### config.mk
export PLATFORM = sky130hd
export DESIGN_NAME = bwts_wrap
export DESIGN_NICKNAME = d
export VERILOG_FILES = /design/src/bwts_pkg.sv /design/src/bwts_wrap.sv
export SDC_FILE = /design/constraint.sdc
export NUM_CORES = 1
export LEC_CHECK = 0
export ABC_AREA = 1
export BUFFER_PORTS_ARGS = -buffer_cell sky130_fd_sc_hd__clkbuf_2
export CAP_MARGIN = 15
export CORE_MARGIN = 1.5
export CORE_UTILIZATION = 48
export DETAILED_ROUTE_END_ITERATION = 12
export PLACE_DENSITY = 0.81
export SLEW_MARGIN = 25
export SYNTH_ARGS = -nofsm -noshare
export SYNTH_HDL_FRONTEND = slang
export SYNTH_SLANG_ARGS = --single-unit
### constraint.sdc
create_clock -name clk -period 3.4 [get_ports clk]
set_clock_uncertainty 0.2 [all_clocks]
set_input_delay 0 -clock clk [delete_from_list [all_inputs] [get_ports clk]]
set_output_delay 0 -clock clk [all_outputs]
set_load 0.02 [all_outputs]
### src/bwts_pkg.sv
`default_nettype none
// ----------------------------------------------------------------------------
// bwts_pkg
// Shared widths and defaults of the bilinear wrap texture sampler.
// ----------------------------------------------------------------------------
package bwts_pkg;
  localparam int MaxSideDefault  = 256;
  localparam int CoordFracDefault = 8;
  localparam int CoordW  = 24;   // sample_x / sample_y
  localparam int SizeRegW = 9;   // image_width / image_height
  localparam int PixelW  = 32;
  localparam int ChanW   = 8;
  localparam int NumChan = 4;
  localparam int InDataW = 96;
  localparam int CfgIdxW = 1;

  localparam logic [CfgIdxW-1:0] REG_WIDTH  = 1'b0;
  localparam logic [CfgIdxW-1:0] REG_HEIGHT = 1'b1;

  localparam logic REQ_WRITE  = 1'b0;
  localparam logic REQ_SAMPLE = 1'b1;
endpackage

`default_nettype wire

### src/bwts_wrap.sv
`default_nettype none
// ----------------------------------------------------------------------------
// bwts_wrap
// Wraps one coordinate modulo the image size, one quotient bit per cycle,
// and gives near texel, far texel and fractional weight.
// ----------------------------------------------------------------------------
module bwts_wrap
  import bwts_pkg::*;
#(
  parameter int MAX_SIDE        = MaxSideDefault,
  parameter int COORD_FRAC_BITS = CoordFracDefault
) (
  input  wire logic                               clk,
  input  wire logic                               rst,
  input  wire logic                               start,
  input  wire logic [CoordW-1:0]                  coord,
  input  wire logic [$clog2(MAX_SIDE+1)-1:0]      size,
  output logic                                    busy,
  output logic [$clog2(MAX_SIDE+1)-1:0]           n0,
  output logic [$clog2(MAX_SIDE+1)-1:0]           n1,
  output logic [COORD_FRAC_BITS-1:0]              frac
);
  localparam int ZW = $clog2(MAX_SIDE+1);
  localparam int IW = CoordW - COORD_FRAC_BITS;
  localparam int CW = $clog2(IW+1);

  logic [IW-1:0]              mag;
  logic [ZW-1:0]              rem;
  logic                       neg;
  logic [COORD_FRAC_BITS-1:0] f0;
  logic [CW-1:0]              cnt;

  logic [ZW:0]   trial;
  logic [ZW-1:0] rem_next;
  logic [ZW-1:0] r;

  always_comb begin
    trial = {rem, mag[IW-1]};
    if (trial >= {1'b0, size}) rem_next = ZW'(trial - {1'b0, size});
    else rem_next = trial[ZW-1:0];
  end

  always_ff @(posedge clk) begin
    if (rst) begin
      busy <= 1'b0;
      cnt  <= '0;
    end else if (start) begin
      busy <= 1'b1;
      cnt  <= CW'(IW);
      neg  <= coord[CoordW-1];
      // floor mod of a negative value via the one's complement
      mag  <= coord[CoordW-1] ? ~coord[CoordW-1:COORD_FRAC_BITS]
                              : coord[CoordW-1:COORD_FRAC_BITS];
      f0   <= coord[COORD_FRAC_BITS-1:0];
      rem  <= '0;
    end else if (busy) begin
      rem <= rem_next;
      mag <= {mag[IW-2:0], 1'b0};
      cnt <= cnt - 1'b1;
      if (cnt == CW'(1)) busy <= 1'b0;
    end
  end

  always_comb begin
    r = neg ? ZW'(size - ZW'(1) - rem) : rem;
    if (f0[COORD_FRAC_BITS-1]) n0 = r;
    else if (r != '0) n0 = r - ZW'(1);
    else n0 = size - ZW'(1);
    n1   = (n0 < size - ZW'(1)) ? n0 + ZW'(1) : '0;
    frac = {~f0[COORD_FRAC_BITS-1], f0[COORD_FRAC_BITS-2:0]};
  end
endmodule

`default_nettype wire

# [After elaboration in Yosys (flattened, before gate mapping)]
# Cells that the tools add are included.
[classes] addsub=6 multipliers=0 n_div=0 order_cmp=2 eq_ne=1 shift=0 muxes=14 bitwise_logic=3 reduce_logical=5
[ops] cell="$mux 9" count=6
[ops] cell="$mux 16" count=3
[ops] cell="$sub 9x1->9 const B" count=2
[ops] cell="$sub 9x9->9" count=2
[ops] cell="$not 16->16" count=1
[ops] cell="$ge 10x9->1" count=1
[ops] cell="$mux 5" count=2
[ops] cell="$add 9x1->9 const B" count=1
[ops] cell="$lt 9x9->1" count=1
[ops] cell="$reduce_bool 9->1" count=1
[ops] cell="$eq 5x1->1 const B" count=1
[ops] cell="$sub 5x1->5 const B" count=1
[ops] cell="$reduce_and 2->1" count=2
[ops] cell="$mux 1" count=3
[ops] cell="$not 1->1" count=2
[ops] cell="$reduce_bool 2->1" count=1
[ops] cell="$reduce_or 2->1" count=1
[totals] register_bits=40 latchBits=0 mem_bits_rw=0 romBits=0 inputBits=36 out_inout_bits=27 n_memories=0

# [Depth between registers and ports, before layout]
[depth] depth_word=8 depth_mapped=30 mapped_depth_nobuf=30

# [Worst setup path before layout]
# Ideal clock, no wire load.
[synth_timing] path_type="register to output" startpoint="register rem[0]" endpoint="output port n1[3]" t_arrival_ps=3857 t_required_ps=3200 setup_slack_ps=-657 stages_incl_launch_ff=24 path_cell_list="edfxtp_1 -> ha_1 -> inv_1 -> fa_1 -> o21ai_1 -> ha_1 -> inv_1 -> nor2_2 -> nand3_4 -> nor2_8 -> nand3_4 -> nor2_8 -> nand2_4 -> nand3b_1 -> nand3_1 -> and2_1 -> ha_1 -> nand2_1 -> inv_1 -> nand3_1 -> o221ai_1 -> a21oi_4 -> inv_2 -> a21oi_1"
[synth_between] elab_chain_len=7
[synth_lines] item="from (decl)" line="bwts_wrap.sv:28" rtl="logic [ZW-1:0] rem;"
[synth_lines] item="from (signal assigned)" line="bwts_wrap.sv:57" rtl="rem <= rem_next;"
[synth_lines] item="$sub 9x9->9" line="bwts_wrap.sv:65" rtl="r = neg ? ZW'(size - ZW'(1) - rem) : rem;"
[synth_lines] item="$mux 9 *" line="bwts_wrap.sv:65"
[synth_lines] item="$sub 9x1->9 / $reduce_bool 9->1 (equally long branches)" line="bwts_wrap.sv:67" rtl="else if (r != '0) n0 = r - ZW'(1);"
[synth_lines] item="$mux 9" line="bwts_wrap.sv:67"
[synth_lines] item="$mux 9 *" line="bwts_wrap.sv:66" rtl="if (f0[COORD_FRAC_BITS-1]) n0 = r;"
[synth_lines] item="via n0[7]" line="bwts_wrap.sv:19" rtl="output logic [$clog2(MAX_SIDE+1)-1:0] n0,"
[synth_lines] item="$lt 9x9->1 *" line="bwts_wrap.sv:69" rtl="n1 = (n0 < size - ZW'(1)) ? n0 + ZW'(1) : '0;"
[synth_lines] item="$mux 9 *" line="bwts_wrap.sv:69"
[synth_lines] item="to (decl)" line="bwts_wrap.sv:20" rtl="output logic [$clog2(MAX_SIDE+1)-1:0] n1,"
# Mark *: on every way through the listed nets, which the timed path passes. The rest lies on a longest branch.

# [Worst setup path after layout]
[layout_timing] startpoint="register rem[0]" endpoint="output port n1[0]"
[layout_between] elab_chain_len=7
[layout_lines] item="$sub 9x9->9" line="bwts_wrap.sv:65"
[layout_lines] item="$mux 9 *" line="bwts_wrap.sv:65"
[layout_lines] item="$sub 9x1->9 / $reduce_bool 9->1 (equally long branches)" line="bwts_wrap.sv:67"
[layout_lines] item="$mux 9" line="bwts_wrap.sv:67"
[layout_lines] item="$mux 9 *" line="bwts_wrap.sv:66"
[layout_lines] item="$add 9x1->9 / $lt 9x9->1 (equally long branches)" line="bwts_wrap.sv:69"
[layout_lines] item="$mux 9 *" line="bwts_wrap.sv:69"
# Every way passes the cells marked *; elsewhere a longest branch is shown, timed or not.

==> impl_metrics.ini <==
[outcome]
outcome = finished with violations
violations = negative setup slack

[timing]
fmax_mhz = 233.5
relSlewSlack = 0.4618
setup_slack_ns = -0.8832
final.setup.tns_ns = -7.705
tightest_slew_ns = 0.8044
final-max-slew-violation-count = 0
fin_crit_ns = 4.283
setup_violations = 9
period_share = 1.260
rsz0062_at_grt = true
hold_viol = 0
hold_slack_ns = 0.08212

[grt]
grtUsageMet2 = 0.5508
grt_max_degree = 43
use_met3 = 0.04293
grt_pass1_wl_um = 19190
busiest_layer = met2
first_global_vias = 4277
grt_overflow = 0
antenna_found_initial = 0
grtUsageMet1 = 0.3046
grt_usage = 0.2894

[final_layout]
drive_above_1_share = 0.3631
syn_to_final_growth_pct = 49.02
num_antenna_cells = 0
layout_common_cells = 101 x nand2_1, 92 x buf_4, 59 x inv_1
final_cell_count_no_fill = 771
final_common_cell = nand2_1
nets = 739
final.fill_count = 495

[setup_path]
worst-setup-path-type = flip-flop to output pin
crit_end = n1[0]
rr_worst_depth = 12
reg2reg_setup_slack_ns = 0.47
r2r_start = rem[0]$_SDFFCE_PP0P_
required_ns = 3.20
critical_path.max_stage_delay_ns = 0.41
path_depth = 25
crit_start = rem[0]$_SDFFCE_PP0P_
r2r_end = rem[1]$_SDFFCE_PP0P_
cp.arrival_ns = 4.08
cp_common_cell = inv_2
critPathCaptureType = output pin
path_delay_family = simple AND/OR/NAND/NOR gates
start_kind = flip-flop
crit_fanout = 6
critPathSlowestCell = edfxtp_1
crit_buf_inv = 6

[clocking]
clock_sinks = 40
htreeDepth = 2
cts_buffer_depth = 2
clk-insertion-delay-late_ns = 0.30
cts_tree = yes
cts_inserted_buffers = 5
root_buffer = clkbuf_8
path_clk_slew_ns = 0.08

[logic_synthesis]
netlist_area_um2 = 3706
synth_area_per_cell_um2 = 7.397
yosys.area.top_type = edfxtp_1
synth_top_area_frac = 0.2755
synth.yosys.seq_area_share = 0.3079
synth_warnings = 0
synthDistinctLibCells = 39
synth_area_leaders = edfxtp_1 28%, nand2_1 12%, ha_1 10%
synth_cells = 501
ys_ff_latch = 40
synth_fp_nets = 569

[power_and_ir_drop]
p_leak_nw = 2.651
p_total_w = 0.002376
vdd_ir_drop_max_uv = 323.2
power_density_nw_per_um2 = 430.1

[placement]
io_buffers = 62
dp.cells = 723
gp_congestion = 0.9374
post-dp-hpwl_um = 8024

[route]
wire_per_inst_um = 15.83
routed_via_density = 5.422
wl_um = 12210
drt_iter0_markers = 254
drc = 0
vias = 4180
ant_nets = 0
first_pass_iters = 5

[floorplanning]
dieArea_um2 = 8257
num_rows = 31
pin_count = 63
die_x_um = 90.87
design.core.area_um2 = 7370
start_util = 0.5029
die_y_um = 90.87

[hold_path]
holdPathStages = 4
hold_class = input port to flip-flop

[run]
drv_cap = 0
## through the flow
step | area (µm²) | util | setup WS, ns
finish | 5523 | 0.7494 | -0.8832
floorplan | 3914 | - | -0.2893
global route | 5523 | 0.7494 | -1.147
global placement | 4836 | 0.6562 | -0.5635
CTS | 5423 | 0.7358 | -0.7466
detailed placement | 4836 | 0.6562 | -0.6479
## worst reg2reg max path, delay by kind of cell (launching register included)
family | cells | cell delay [ns]
AOI/OAI and AO/OA | 4 | 0.83
adders and majority gates | 1 | 0.43
buffers and inverters | 4 | 0.36
DFF | 1 | 0.36
and+or+nand+nor | 3 | 0.58
## what timing repair did
item	in CTS	in global routing
pin swaps	15	6
setup buffers	8	7
gates resized for setup	30	24
gates cloned	1	0
endpoints found under the hold margin	39	0
endpoints found under the setup margin	11	18
hold buffers	25	0
## synthesized netlist by cell type (all sizes together)
master,instances
nand3,46
a211oi,2
nor3b,1
a21boi,1
nand3b,2
dfxtp,6
o221ai,1
nor3,5
nor2,51
buf,9
o21ai,35
a31oi,1
inv,72
edfxtp,34
o21a,2
or2,1
ha,30
fa,2
nand4,5
xor2,13
clkbuf,8
o211ai,1
a21oi,31
and3,1
xnor2,18
nand2,122
and2,1
## layer usage
layer | up-vias | share of wire
met3 | 62 | 0.048
met4 | 0 | 0.052
met1 | 1959 | 0.37
li1 | 1989 | -
met5 | - | 0
met2 | 170 | 0.53
## layout make-up
| type | instances | area (µm²) | area share |
|---|---|---|---|
| Timing Repair Buffer | 179 | 1363 | 0.2467 |
| Tap cell | 99 | 123.9 | 0.02243 |
| Clock inverter | 3 | 46.29 | 0.008382 |
| Multi-Input combinational cell | 373 | 2500 | 0.4527 |
| Inverter | 72 | 280.3 | 0.05075 |
| Sequential cell | 40 | 1141 | 0.2066 |
| Clock buffer | 5 | 68.82 | 0.01246 |
## worst min path at each step
stage | startpoint | end | slack [ns]
3_3_place_gp | coord[2] | f0[2]$_DFFE_PP_ | -0.02
4_1_cts | size[0] | rem[0]$_SDFFCE_PP0P_ | 0.07
3_5_place_dp | coord[6] | f0[6]$_DFFE_PP_ | -0.02
6_report | size[0] | rem[0]$_SDFFCE_PP0P_ | 0.08
2_1_floorplan | rst | busy$_SDFF_PP0_ | -0.13
5_1_grt | size[0] | rem[0]$_SDFFCE_PP0P_ | 0.10
## logic make-up (layout without fill, tap and decap cells)
logic type                 after synthesis  in the layout  synth area share
AOI/OAI and AO/OA                       74             74            0.1124
xor gates and xnor gates                31             31           0.07326
adders and majority gates               32             32            0.1121
buffers and inverters                   89            259            0.1003
DFF                                     40             40            0.3079
and+or+nand+nor                        235            236            0.2941
## registers in the layout, summed over array words and instances, names as in the netlist
register / cells
rem: 9
cnt: 5
busy: 1
mag: 16
neg: 1
f0: 8
## power breakdown
part           internal (W)  switching (W)
combinational      0.000607       0.000757
clock              0.000221       0.000189
sequential         0.000580      0.0000201
total               0.00141       0.000967
Note: power is estimated with default switching activity, not from simulation.
